## src/rtl/rlb_pkg.sv

```systemverilog
// ----------------------------------------------------------------------------
// rlb_pkg
// Shared types and constants for the resonant lowpass biquad.
// ----------------------------------------------------------------------------
package rlb_pkg;

    // Recursive state values are signed Q15.16 words
    localparam int STATE_W = 32;

    // Configuration register indexes
    localparam int CFG_IDX_W = 2;
    localparam logic [CFG_IDX_W-1:0] CFG_COEF_A0 = 2'd0;
    localparam logic [CFG_IDX_W-1:0] CFG_COEF_B1 = 2'd1;
    localparam logic [CFG_IDX_W-1:0] CFG_COEF_B2 = 2'd2;

    // Recursive values needed to form one output sample
    typedef struct packed {
        logic signed [STATE_W-1:0] recent;   // newest recursive value
        logic signed [STATE_W-1:0] older;    // one before it
        logic signed [STATE_W-1:0] oldest;   // two before it
    } rlb_taps_t;

endpackage

```

## src/rtl/rlb_gain.sv

```systemverilog
// ----------------------------------------------------------------------------
// rlb_gain
// Input register and input gain stage: registers the sample, then a0 * x.
// ----------------------------------------------------------------------------
module rlb_gain
    import rlb_pkg::*;
#(
    parameter int SAMPLE_BITS = 16,
    parameter int COEF_W      = 20
) (
    input  logic                                aclk,
    input  logic                                aresetn,
    input  logic                                in_valid,
    output logic                                in_ready,
    input  logic signed [SAMPLE_BITS-1:0]       in_sample,
    input  logic signed [COEF_W-1:0]            coef_a0,
    output logic                                out_valid,
    input  logic                                out_ready,
    output logic signed [SAMPLE_BITS+COEF_W-1:0] out_ax
);

    localparam int AX_W = SAMPLE_BITS + COEF_W;

    logic                          x_valid_reg;
    logic signed [SAMPLE_BITS-1:0] x_reg;
    logic                          ax_valid_reg;
    logic signed [AX_W-1:0]        ax_reg;
    logic signed [AX_W-1:0]        ax_next;
    logic                          ax_load;
    logic                          x_load;

    // Stage enables: a stage loads when empty or when it drains downstream
    assign ax_load  = !ax_valid_reg || out_ready;
    assign x_load   = !x_valid_reg || ax_load;
    assign in_ready = x_load;

    // Exact product, Q.F fractional bits
    assign ax_next = coef_a0 * x_reg;

    // Valid bits
    always_ff @(posedge aclk) begin
        if (!aresetn) begin
            x_valid_reg  <= 1'b0;
            ax_valid_reg <= 1'b0;
        end else begin
            if (x_load) begin
                x_valid_reg <= in_valid;
            end
            if (ax_load) begin
                ax_valid_reg <= x_valid_reg;
            end
        end
    end

    // Payload
    always_ff @(posedge aclk) begin
        if (x_load && in_valid) begin
            x_reg <= in_sample;
        end
        if (ax_load && x_valid_reg) begin
            ax_reg <= ax_next;
        end
    end

    assign out_valid = ax_valid_reg;
    assign out_ax    = ax_reg;

endmodule

```

## src/rtl/rlb_recur.sv

```systemverilog
// ----------------------------------------------------------------------------
// rlb_recur
// Recursive section: y0 = a0*x + round(b1*y1 + b2*y2), saturated to 32 bits,
// and the state line of the newest value and the two before it.
// ----------------------------------------------------------------------------
module rlb_recur
    import rlb_pkg::*;
#(
    parameter int SAMPLE_BITS    = 16,
    parameter int COEF_FRAC_BITS = 16
) (
    input  logic                                         aclk,
    input  logic                                         aresetn,
    input  logic                                         in_valid,
    output logic                                         in_ready,
    input  logic signed [SAMPLE_BITS+COEF_FRAC_BITS+3:0] in_ax,
    input  logic signed [COEF_FRAC_BITS+3:0]             coef_b1,
    input  logic signed [COEF_FRAC_BITS+3:0]             coef_b2,
    output logic                                         out_valid,
    input  logic                                         out_ready,
    output rlb_taps_t                                    out_taps
);

    localparam int CW     = COEF_FRAC_BITS + 4;
    localparam int AX_W   = SAMPLE_BITS + CW;
    localparam int PROD_W = CW + STATE_W;
    localparam int FB_W   = PROD_W + 1;
    localparam int ACC_W  = ((FB_W > AX_W) ? FB_W : AX_W) + 1;

    localparam logic signed [ACC_W-1:0] ST_MAX =
        {{(ACC_W-STATE_W+1){1'b0}}, {(STATE_W-1){1'b1}}};
    localparam logic signed [ACC_W-1:0] ST_MIN =
        {{(ACC_W-STATE_W+1){1'b1}}, {(STATE_W-1){1'b0}}};
    localparam logic signed [FB_W-1:0] FB_HALF =
        {{(FB_W-COEF_FRAC_BITS){1'b0}}, 1'b1, {(COEF_FRAC_BITS-1){1'b0}}};

    logic                      valid_reg;
    logic signed [STATE_W-1:0] recent_reg;
    logic signed [STATE_W-1:0] older_reg;
    logic signed [STATE_W-1:0] oldest_reg;
    logic signed [STATE_W-1:0] y0_next;
    logic signed [PROD_W-1:0]  prod1;
    logic signed [PROD_W-1:0]  prod2;
    logic signed [FB_W-1:0]    fb;
    logic signed [FB_W-1:0]    fb_rnd;
    logic signed [FB_W-1:0]    fb_sh;
    logic signed [ACC_W-1:0]   acc;
    logic                      load;
    logic                      step;

    assign load     = !valid_reg || out_ready;
    assign in_ready = load;
    assign step     = load && in_valid;

    // Feedback sum, round half up to F fractional bits
    assign prod1  = coef_b1 * recent_reg;
    assign prod2  = coef_b2 * older_reg;
    assign fb     = FB_W'(prod1) + FB_W'(prod2);
    assign fb_rnd = fb + FB_HALF;
    assign fb_sh  = fb_rnd >>> COEF_FRAC_BITS;
    assign acc    = ACC_W'(fb_sh) + ACC_W'(in_ax);

    // Saturate to the state range
    always_comb begin
        priority if (acc > ST_MAX) begin
            y0_next = ST_MAX[STATE_W-1:0];
        end else if (acc < ST_MIN) begin
            y0_next = ST_MIN[STATE_W-1:0];
        end else begin
            y0_next = acc[STATE_W-1:0];
        end
    end

    // State line and valid
    always_ff @(posedge aclk) begin
        if (!aresetn) begin
            valid_reg  <= 1'b0;
            recent_reg <= '0;
            older_reg  <= '0;
        end else begin
            if (load) begin
                valid_reg <= in_valid;
            end
            if (step) begin
                recent_reg <= y0_next;
                older_reg  <= recent_reg;
            end
        end
    end

    // Value two back, only needed by the output sum
    always_ff @(posedge aclk) begin
        if (step) begin
            oldest_reg <= older_reg;
        end
    end

    assign out_valid       = valid_reg;
    assign out_taps.recent = recent_reg;
    assign out_taps.older  = older_reg;
    assign out_taps.oldest = oldest_reg;

endmodule

```

## src/rtl/rlb_outsat.sv

```systemverilog
// ----------------------------------------------------------------------------
// rlb_outsat
// Output stage: y0 + 2*y1 + y2, rounded to an integer, saturated, registered.
// ----------------------------------------------------------------------------
module rlb_outsat
    import rlb_pkg::*;
#(
    parameter int SAMPLE_BITS    = 16,
    parameter int COEF_FRAC_BITS = 16
) (
    input  logic                          aclk,
    input  logic                          aresetn,
    input  logic                          in_valid,
    output logic                          in_ready,
    input  rlb_taps_t                     in_taps,
    output logic                          out_valid,
    input  logic                          out_ready,
    output logic signed [SAMPLE_BITS-1:0] out_sample
);

    localparam int SUM_W = STATE_W + 3;
    localparam int CMP_W = (SUM_W > SAMPLE_BITS + 1) ? SUM_W : SAMPLE_BITS + 1;

    localparam logic signed [CMP_W-1:0] S_MAX =
        {{(CMP_W-SAMPLE_BITS+1){1'b0}}, {(SAMPLE_BITS-1){1'b1}}};
    localparam logic signed [CMP_W-1:0] S_MIN =
        {{(CMP_W-SAMPLE_BITS+1){1'b1}}, {(SAMPLE_BITS-1){1'b0}}};
    localparam logic signed [SUM_W-1:0] SUM_HALF =
        {{(SUM_W-COEF_FRAC_BITS){1'b0}}, 1'b1, {(COEF_FRAC_BITS-1){1'b0}}};

    logic                          valid_reg;
    logic signed [SAMPLE_BITS-1:0] sample_reg;
    logic signed [SAMPLE_BITS-1:0] sample_next;
    logic signed [SUM_W-1:0]       sum;
    logic signed [SUM_W-1:0]       sum_rnd;
    logic signed [SUM_W-1:0]       sum_sh;
    logic signed [CMP_W-1:0]       sum_ext;
    logic                          load;

    assign load     = !valid_reg || out_ready;
    assign in_ready = load;

    // Fixed (1 + z^-1)^2 numerator
    assign sum     = SUM_W'(in_taps.recent) + (SUM_W'(in_taps.older) <<< 1)
                   + SUM_W'(in_taps.oldest);
    assign sum_rnd = sum + SUM_HALF;
    assign sum_sh  = sum_rnd >>> COEF_FRAC_BITS;
    assign sum_ext = CMP_W'(sum_sh);

    // Saturate to the sample range
    always_comb begin
        priority if (sum_ext > S_MAX) begin
            sample_next = S_MAX[SAMPLE_BITS-1:0];
        end else if (sum_ext < S_MIN) begin
            sample_next = S_MIN[SAMPLE_BITS-1:0];
        end else begin
            sample_next = sum_ext[SAMPLE_BITS-1:0];
        end
    end

    always_ff @(posedge aclk) begin
        if (!aresetn) begin
            valid_reg <= 1'b0;
        end else if (load) begin
            valid_reg <= in_valid;
        end
    end

    always_ff @(posedge aclk) begin
        if (load && in_valid) begin
            sample_reg <= sample_next;
        end
    end

    assign out_valid  = valid_reg;
    assign out_sample = sample_reg;

endmodule

```

## src/rtl/resonant_lowpass_biquad.sv

```systemverilog
// ----------------------------------------------------------------------------
// resonant_lowpass_biquad
// Two-pole resonant lowpass with a fixed (1 + z^-1)^2 numerator and
// programmable a0, b1, b2 coefficients in signed Q3.F.
// ----------------------------------------------------------------------------
//
//  Channel  Ports                                  Direction  Content
//  s_       s_valid, s_ready, s_sample_in          in         one audio sample
//  m_       m_valid, m_ready, m_sample_out         out        one filtered sample
//  cfg_     cfg_valid, cfg_ready, cfg_index,       in         coefficient write
//           cfg_data
//
//  One sample per clock while m_ready is high. Four register stages (input,
//  a0*x product, recursive state, output). The loop through b1*y1 + b2*y2,
//  rounding and saturation back into the state registers is combinational and
//  sets the throughput. Synchronous reset clears the coefficients, the newest
//  and older state values (not the oldest) and all valid bits.
//  A stall on m_ready backs up stage by stage; s_ready drops once every stage
//  holds an item. cfg_ready is always high.
//
module resonant_lowpass_biquad
    import rlb_pkg::*;
#(
    parameter int SAMPLE_BITS    = 16,
    parameter int COEF_FRAC_BITS = 16
) (
    input  logic                           aclk,
    input  logic                           aresetn,
    input  logic                           s_valid,
    output logic                           s_ready,
    input  logic signed [SAMPLE_BITS-1:0]  s_sample_in,
    output logic                           m_valid,
    input  logic                           m_ready,
    output logic signed [SAMPLE_BITS-1:0]  m_sample_out,
    input  logic                           cfg_valid,
    output logic                           cfg_ready,
    input  logic [CFG_IDX_W-1:0]           cfg_index,
    input  logic [COEF_FRAC_BITS+3:0]      cfg_data
);

    localparam int CW   = COEF_FRAC_BITS + 4;
    localparam int AX_W = SAMPLE_BITS + CW;

    logic signed [CW-1:0]   coef_a0_reg;
    logic signed [CW-1:0]   coef_b1_reg;
    logic signed [CW-1:0]   coef_b2_reg;
    logic                   ax_valid;
    logic                   ax_ready;
    logic signed [AX_W-1:0] ax;
    logic                   taps_valid;
    logic                   taps_ready;
    rlb_taps_t              taps;

    // Coefficient registers; unused index is ignored
    assign cfg_ready = 1'b1;

    always_ff @(posedge aclk) begin
        if (!aresetn) begin
            coef_a0_reg <= '0;
            coef_b1_reg <= '0;
            coef_b2_reg <= '0;
        end else if (cfg_valid && cfg_ready) begin
            unique case (cfg_index)
                CFG_COEF_A0: begin
                    coef_a0_reg <= cfg_data;
                end
                CFG_COEF_B1: begin
                    coef_b1_reg <= cfg_data;
                end
                CFG_COEF_B2: begin
                    coef_b2_reg <= cfg_data;
                end
                default: begin
                end
            endcase
        end
    end

    // Input register and a0 * x
    rlb_gain #(
        .SAMPLE_BITS (SAMPLE_BITS),
        .COEF_W      (CW)
    ) u_gain (
        .aclk      (aclk),
        .aresetn   (aresetn),
        .in_valid  (s_valid),
        .in_ready  (s_ready),
        .in_sample (s_sample_in),
        .coef_a0   (coef_a0_reg),
        .out_valid (ax_valid),
        .out_ready (ax_ready),
        .out_ax    (ax)
    );

    // Recursive section and state
    rlb_recur #(
        .SAMPLE_BITS    (SAMPLE_BITS),
        .COEF_FRAC_BITS (COEF_FRAC_BITS)
    ) u_recur (
        .aclk      (aclk),
        .aresetn   (aresetn),
        .in_valid  (ax_valid),
        .in_ready  (ax_ready),
        .in_ax     (ax),
        .coef_b1   (coef_b1_reg),
        .coef_b2   (coef_b2_reg),
        .out_valid (taps_valid),
        .out_ready (taps_ready),
        .out_taps  (taps)
    );

    // Numerator, rounding and output saturation
    rlb_outsat #(
        .SAMPLE_BITS    (SAMPLE_BITS),
        .COEF_FRAC_BITS (COEF_FRAC_BITS)
    ) u_outsat (
        .aclk       (aclk),
        .aresetn    (aresetn),
        .in_valid   (taps_valid),
        .in_ready   (taps_ready),
        .in_taps    (taps),
        .out_valid  (m_valid),
        .out_ready  (m_ready),
        .out_sample (m_sample_out)
    );

endmodule

```

## config.mk

```make
export PLATFORM = sky130hd
export DESIGN_NAME = resonant_lowpass_biquad
export DESIGN_NICKNAME = d
export VERILOG_FILES = /design/src/rtl/rlb_pkg.sv /design/src/rtl/rlb_gain.sv /design/src/rtl/rlb_recur.sv /design/src/rtl/rlb_outsat.sv /design/src/rtl/resonant_lowpass_biquad.sv
export SDC_FILE = /design/constraint.sdc
export NUM_CORES = 2
export LEC_CHECK = 0
export ABC_CLOCK_PERIOD_IN_PS = 11650
export BUFFER_PORTS_ARGS = -buffer_cell sky130_fd_sc_hd__buf_2
export CORE_UTILIZATION = 40
export DETAILED_ROUTE_END_ITERATION = 8
export GPL_TIMING_DRIVEN = 0
export PLACE_DENSITY = 0.66
export SYNTH_ARGS = -nofsm -noshare
export SYNTH_HDL_FRONTEND = slang
export SYNTH_HIERARCHICAL = 1
export SYNTH_SLANG_ARGS = --single-unit
export TNS_END_PERCENT = 1
```

## constraint.sdc

```tcl
create_clock -name aclk -period 11.65 [get_ports aclk]
set_input_delay 1.165 -clock aclk [delete_from_list [all_inputs] [get_ports aclk]]
set_output_delay 1.165 -clock aclk [all_outputs]
set_load 0.02 [all_outputs]
```

; Word level (Yosys, flattened, before mapping)
; Index checks and enable logic that the tools add are counted.
; W data, S select, Z words.
[classes]
mul = 3
reduce_logical = 16
muxes = 3
eq_ne = 2
addsub = 6
n_lt_le_gt_ge = 4
[ops]
columns = operator, n
row1 = $mul A20 B32 Y52, 2
row2 = $mux W32, 2
row3 = $gt A54 B32 Y1 const B, 1
row4 = $lt A54 B32 Y1 const B, 1
row5 = $add A52 B52 Y53, 1
row6 = $add A53 B17 Y53 const B, 1
row7 = $add A37 B36 Y38, 1
row8 = $mul A20 B16 Y36, 1
row9 = $add A34 B32 Y35, 1
row10 = $add A35 B17 Y35 const B, 1
row11 = $add A32 B33 Y34, 1
row12 = $gt A19 B16 Y1 const B, 1
row13 = $lt A19 B16 Y1 const B, 1
row14 = $mux W16, 1
row15 = $reduce_and A2 Y1, 3
row16 = $logic_and A1 B1 Y1, 4
row17 = $logic_not A1 Y1, 4
row18 = $logic_or A1 B1 Y1, 4
row19 = $eq A2 B1 Y1 const B, 1
row20 = $eq A2 B2 Y1 const B, 1
row21 = $logic_not A2 Y1, 1
[word_totals]
regBits = 228
inputBits = 43
output_inout_bits = 19
elab_cells = 47

; Depth between registers and ports, before layout
[depth]
word_depth = 7
ltp_mapped = 42
mapped_depth_nobuf = 39

; By module
; The synthesis kept the hierarchy.
[modules_own_cells]
columns = mod, seq_area_each_um2, instances, cells_each, area_per_inst_um2
row1 = rlb_recur, 2262.2, 1, 5309, 49665.1
row2 = rlb_gain, 1601.5, 1, 1424, 13671.9
row3 = rlb_outsat, 500.5, 1, 477, 4117.7
row4 = resonant_lowpass_biquad, 1201.2, 1, 220, 2230.9

; Worst setup path after synthesis
; Ideal clock, no wire load.
[synth_path]
kind = register to register
start = reg u_recur.older_reg[31]
end = reg u_recur.recent_reg[25]
period_less_slack_ns = 10.416
stages_incl_launch_ff = 38
t_required_ns = 11.568
arrival_time_ns = 10.334
setup_ns = 0.082
slack_ns = 1.234
path_buffers = 3
cell_sequence = dfxtp_1 > clkbuf_1 > nand2_1 > inv_1 > fa_1 > fa_1 > fa_1 > fa_1 > fa_1 > fa_1 > fa_1 > inv_1 > fa_1 > inv_1 > ha_1 > a21o_1 > a21oi_1 > o21ai_0 > [... 2 more ...] > a2111oi_1 > inv_1 > o31ai_1 > o21bai_1 > xor2_1 > ha_1 > and3_1 > buf_2 > nand2_1 > nor3_1 > nand2_1 > o32a_1 > a211oi_2 > nand4_1 > o31ai_2 > buf_2 > o2111ai_1 > a31oi_1
[synth_via]
elab_chain_cells = 7
elab_cells_between_ends = 8
cone_classes = add/sub (3) / mul (1) / order compare (2) / mux (2)
[synth_rtl]
columns = element, line_no
row1 = from (decl), rlb_recur.sv:39  ; logic signed [STATE_W-1:0] older_reg;
row2 = from (signal assigned), rlb_recur.sv:86  ; older_reg <= recent_reg;
row3 = $mul A20 B32 Y52 (*), rlb_recur.sv:57  ; assign prod2 = coef_b2 * older_reg;
row4 = $add A52 B52 Y53 (*), rlb_recur.sv:58  ; assign fb = FB_W'(prod1) + FB_W'(prod2);
row5 = $add A53 B17 Y53 (*), rlb_recur.sv:59  ; assign fb_rnd = fb + FB_HALF;
row6 = $add A37 B36 Y38 (*), rlb_recur.sv:61  ; assign acc = ACC_W'(fb_sh) + ACC_W'(in_ax);
row7 = $lt A54 B32 Y1, rlb_recur.sv:67  ; end else if (acc < ST_MIN) begin
row8 = $mux W32, rlb_recur.sv:67
row9 = $mux W32 (*), rlb_recur.sv:65  ; priority if (acc > ST_MAX) begin
row10 = to (signal assigned), rlb_recur.sv:85  ; recent_reg <= y0_next;
row11 = to (decl), rlb_recur.sv:38  ; logic signed [STATE_W-1:0] recent_reg;
; Every way passes the cells marked *; elsewhere a longest branch is shown, timed or not.
; A chain may end at the register's enable or synchronous reset.

; Worst setup path in the final report
[layout_path]
start = reg coef_b2_reg[14]
end = reg u_recur.recent_reg[25]
[layout_via]
elab_chain_cells = 7
elab_cells_between_ends = 8
cone_classes = add/sub (3) / mul (1) / order compare (2) / mux (2)
[layout_rtl]
columns = element, line_no
row1 = from (decl), resonant_lowpass_biquad.sv:46  ; logic signed [CW-1:0] coef_b2_reg;
row2 = from (signal assigned), resonant_lowpass_biquad.sv:71  ; coef_b2_reg <= cfg_data;
row3 = $mul A20 B32 Y52 (*), rlb_recur.sv:57
row4 = $add A52 B52 Y53 (*), rlb_recur.sv:58
row5 = $add A53 B17 Y53 (*), rlb_recur.sv:59
row6 = $add A37 B36 Y38 (*), rlb_recur.sv:61
row7 = $lt A54 B32 Y1, rlb_recur.sv:67
row8 = $mux W32, rlb_recur.sv:67
row9 = $mux W32 (*), rlb_recur.sv:65
; Marked as above.

==> metrics.yaml <==
maxSlewViolCount: 0
setup_ws_ns: 0.304
setup_violations: 0
grt_pass1_wl_um: 334000
worst-path-buf-inv: 7
outcome: "finished clean"
first_pass_iters: 6
critPathMostFrequentCell: "fa_1"
vias: 51100
synth_edf_count: 100
final_cells: 9881
detail_route.vias_per_cell: 5.18
final_common_cell: "inv_1"
seq_area_um2: 5730
cap_viol_max_count: 0
hold_ws_ns: 0.490
peakVddDrop_uv: 114
path_clk_slew_ns: 0.06
die_x_um: 419
initial_core_util: 0.404
dp_cells: 9801
syn_area_per_cell_um2: 9.38
relSlewSlack: 0.106
cts_root_buffer: "clkbuf_16"
worstPathRequired_ns: 12.21
htree_levels: 1
synth-async-reset-ratio: 0
layout_min_cycle_time_ns: 11.35
cts_tree: "yes"
ant_nets: 0
period_share: 0.974
overflow: 0
place_ws_ns: -1.77
syn_inst: 7430
dp_hpwl_um: 191000
grt_pass1_vias: 54900
synth_seq_area_share: 0.0799
synth_nets: 9616
layout.nets: 9727
worst_pin_slew_ns: 1.34
grt_max_degree: 37
core_um2: 172000
cts_buffer_depth: 3
slowest_stage: "fa_1"
multi_input_area_um2: 55900
synth-warning-count: 6
rows: 152
hold_class: "reg -> reg"
grt_use_total: 0.255
pin_count: 62
rsz0062_at_grt: "true"
clock_sinks: 228
die_area_um2: 176000
end_kind: "register"
drtIter0Drc: 4366
final_cell_mix: "inv_1 (1819), fa_1 (1718), nand2_1 (1061)"
routabilityCongestion: 1.02
p_per_area_nw_per_um2: 67.0
ys_seq_elements: 228
cp.arrival_ns: 11.91
cp_top_family: "adder cells"
hold_viol: 0
critPathMaxStageDelay_ns: 0.63
worstSetupStartpointType: "register"
largest_reg_flops: 36
yosys_most_used_dff: "dfxtp_1"
clock_latency_ns: 0.65
max_freq_mhz: 88.1
cp_max_fo: 10
leakage_uw: 0.0373
die_h_um: 419
ys_types: 101
routedWlPerCell_um: 21.9
crit_type: "reg -> reg"
routed_wirelength_um: 216000
worst_clock_skew_ns: 0.0221
drc: 0
cts_made_buffers: 31
mappedNetlistArea_um2: 69700
fillers: 16800
antenna_found_initial: 7
portBuffers: 60
drive_gt1_frac: 0.0748
syn_to_final_growth_pct: 7.43
cells in the mapped netlist, types with 6 or more instances:
cell type / count / area, um^2
o32ai_2: 10 / 163
fa_1: 1723 / 34500
a21boi_0: 37 / 278
buf_4: 8 / 60.1
nor3_1: 22 / 110
and2_1: 716 / 4480
inv_1: 1824 / 6850
nand2_1: 1061 / 3980
nand3_1: 47 / 235
xor2_1: 35 / 307
clkbuf_1: 327 / 1230
a211o_1: 6 / 52.6
dfxtp_1: 128 / 2560
xnor2_1: 98 / 858
nor2_1: 97 / 364
a21oi_1: 132 / 661
mux2i_1: 61 / 611
a21o_1: 52 / 390
or3_1: 8 / 50.1
and3_1: 17 / 106
ha_1: 420 / 5260
nor2b_1: 36 / 225
o21a_1: 12 / 90.1
buf_2: 19 / 95.1
buf_6: 14 / 158
edfxtp_1: 100 / 3000
o21bai_1: 24 / 180
o211ai_1: 15 / 113
nand2b_1: 36 / 225
a31oi_1: 40 / 250
a21oi_2: 7 / 61.3
o21ai_1: 19 / 95.1
o21ai_0: 94 / 470
nand4_1: 44 / 275
a211oi_1: 25 / 188
per-layer routing:
| layer | wire, um | global-route usage |
|---|---|---|
| met1 | 86100 | 0.335 |
| met4 | 12200 | 0.118 |
| met2 | 96800 | 0.400 |
| met5 | 47 | 0 |
| met3 | 21300 | 0.0566 |
cell families after synthesis:
logic type	after synthesis	synth area share
compound gates	556	0.0556
xor+xnor	133	0.0167
fa+ha+maj	2143	0.570
buf+inv	2195	0.121
flops	228	0.0799
mux	61	0.00876
other cells	1	0.0000538
simple gates	2113	0.148
stage by stage:
stage | power, uW | TNS, ns | utilization | cell area (um^2)
finish | 5010 | 0 | 0.434 | 74900
global route | 5390 | -0.176 | 0.434 | 74800
CTS | 4990 | 0 | 0.432 | 74400
detailed placement | 3940 | -48.21 | 0.423 | 72900
global placement | 3900 | -47.33 | 0.423 | 72900
floorplan | 3070 | 0 | - | 69700
repair_timing:
| item | 4_1_cts | 5_1_grt |
|---|---|---|
| hold buffers | 0 | 0 |
| endpoints found under the hold margin | 0 | 0 |
| pin swaps | 3 | 5 |
| gates resized for setup | 206 | 408 |
| setup buffers | 12 | 6 |
| setup endpoints to repair | 32 | 31 |
path summary, 6_finish.rpt:
path                     startpoint                     end  slack (ns)  cells after the start
setup / recovery    coef_b2_reg[14]  u_recur/recent_reg[25]        0.30                     37
hold / removal    u_recur/out_valid      u_outsat/out_valid        0.49                      2
setup reg to reg    coef_b2_reg[14]  u_recur/recent_reg[25]        0.30                     37
hold reg to reg   u_recur/out_valid      u_outsat/out_valid        0.49                      2
cell type report:
| class | instances | share of cell area |
|---|---|---|
| Inverter | 1825 | 0.0918 |
| Buffer | 369 | 0.0266 |
| Clock buffer | 33 | 0.0107 |
| Antenna cell | 5 | 0.000167 |
| Clock inverter | 25 | 0.00323 |
| Sequential cell | 228 | 0.0765 |
| Tap cell | 2310 | 0.0386 |
| Multi-Input combinational cell | 5007 | 0.746 |
| Timing Repair Buffer | 79 | 0.00625 |
tightest hold or removal path, cell delays in order (launching register included):
cell and delay [ns]:
dfxtp_1 0.32, inv_1 0.05, a21boi_0 0.07
power by group:
| part | switching, uW | total [uW] | internal, uW |
|---|---|---|---|
| registers | 117 | 1050 | 936 |
| clock network | 435 | 990 | 555 |
| logic | 1860 | 2970 | 1110 |
| total | 2410 | 5010 | 2600 |
Power figures use the tool's default switching activity.
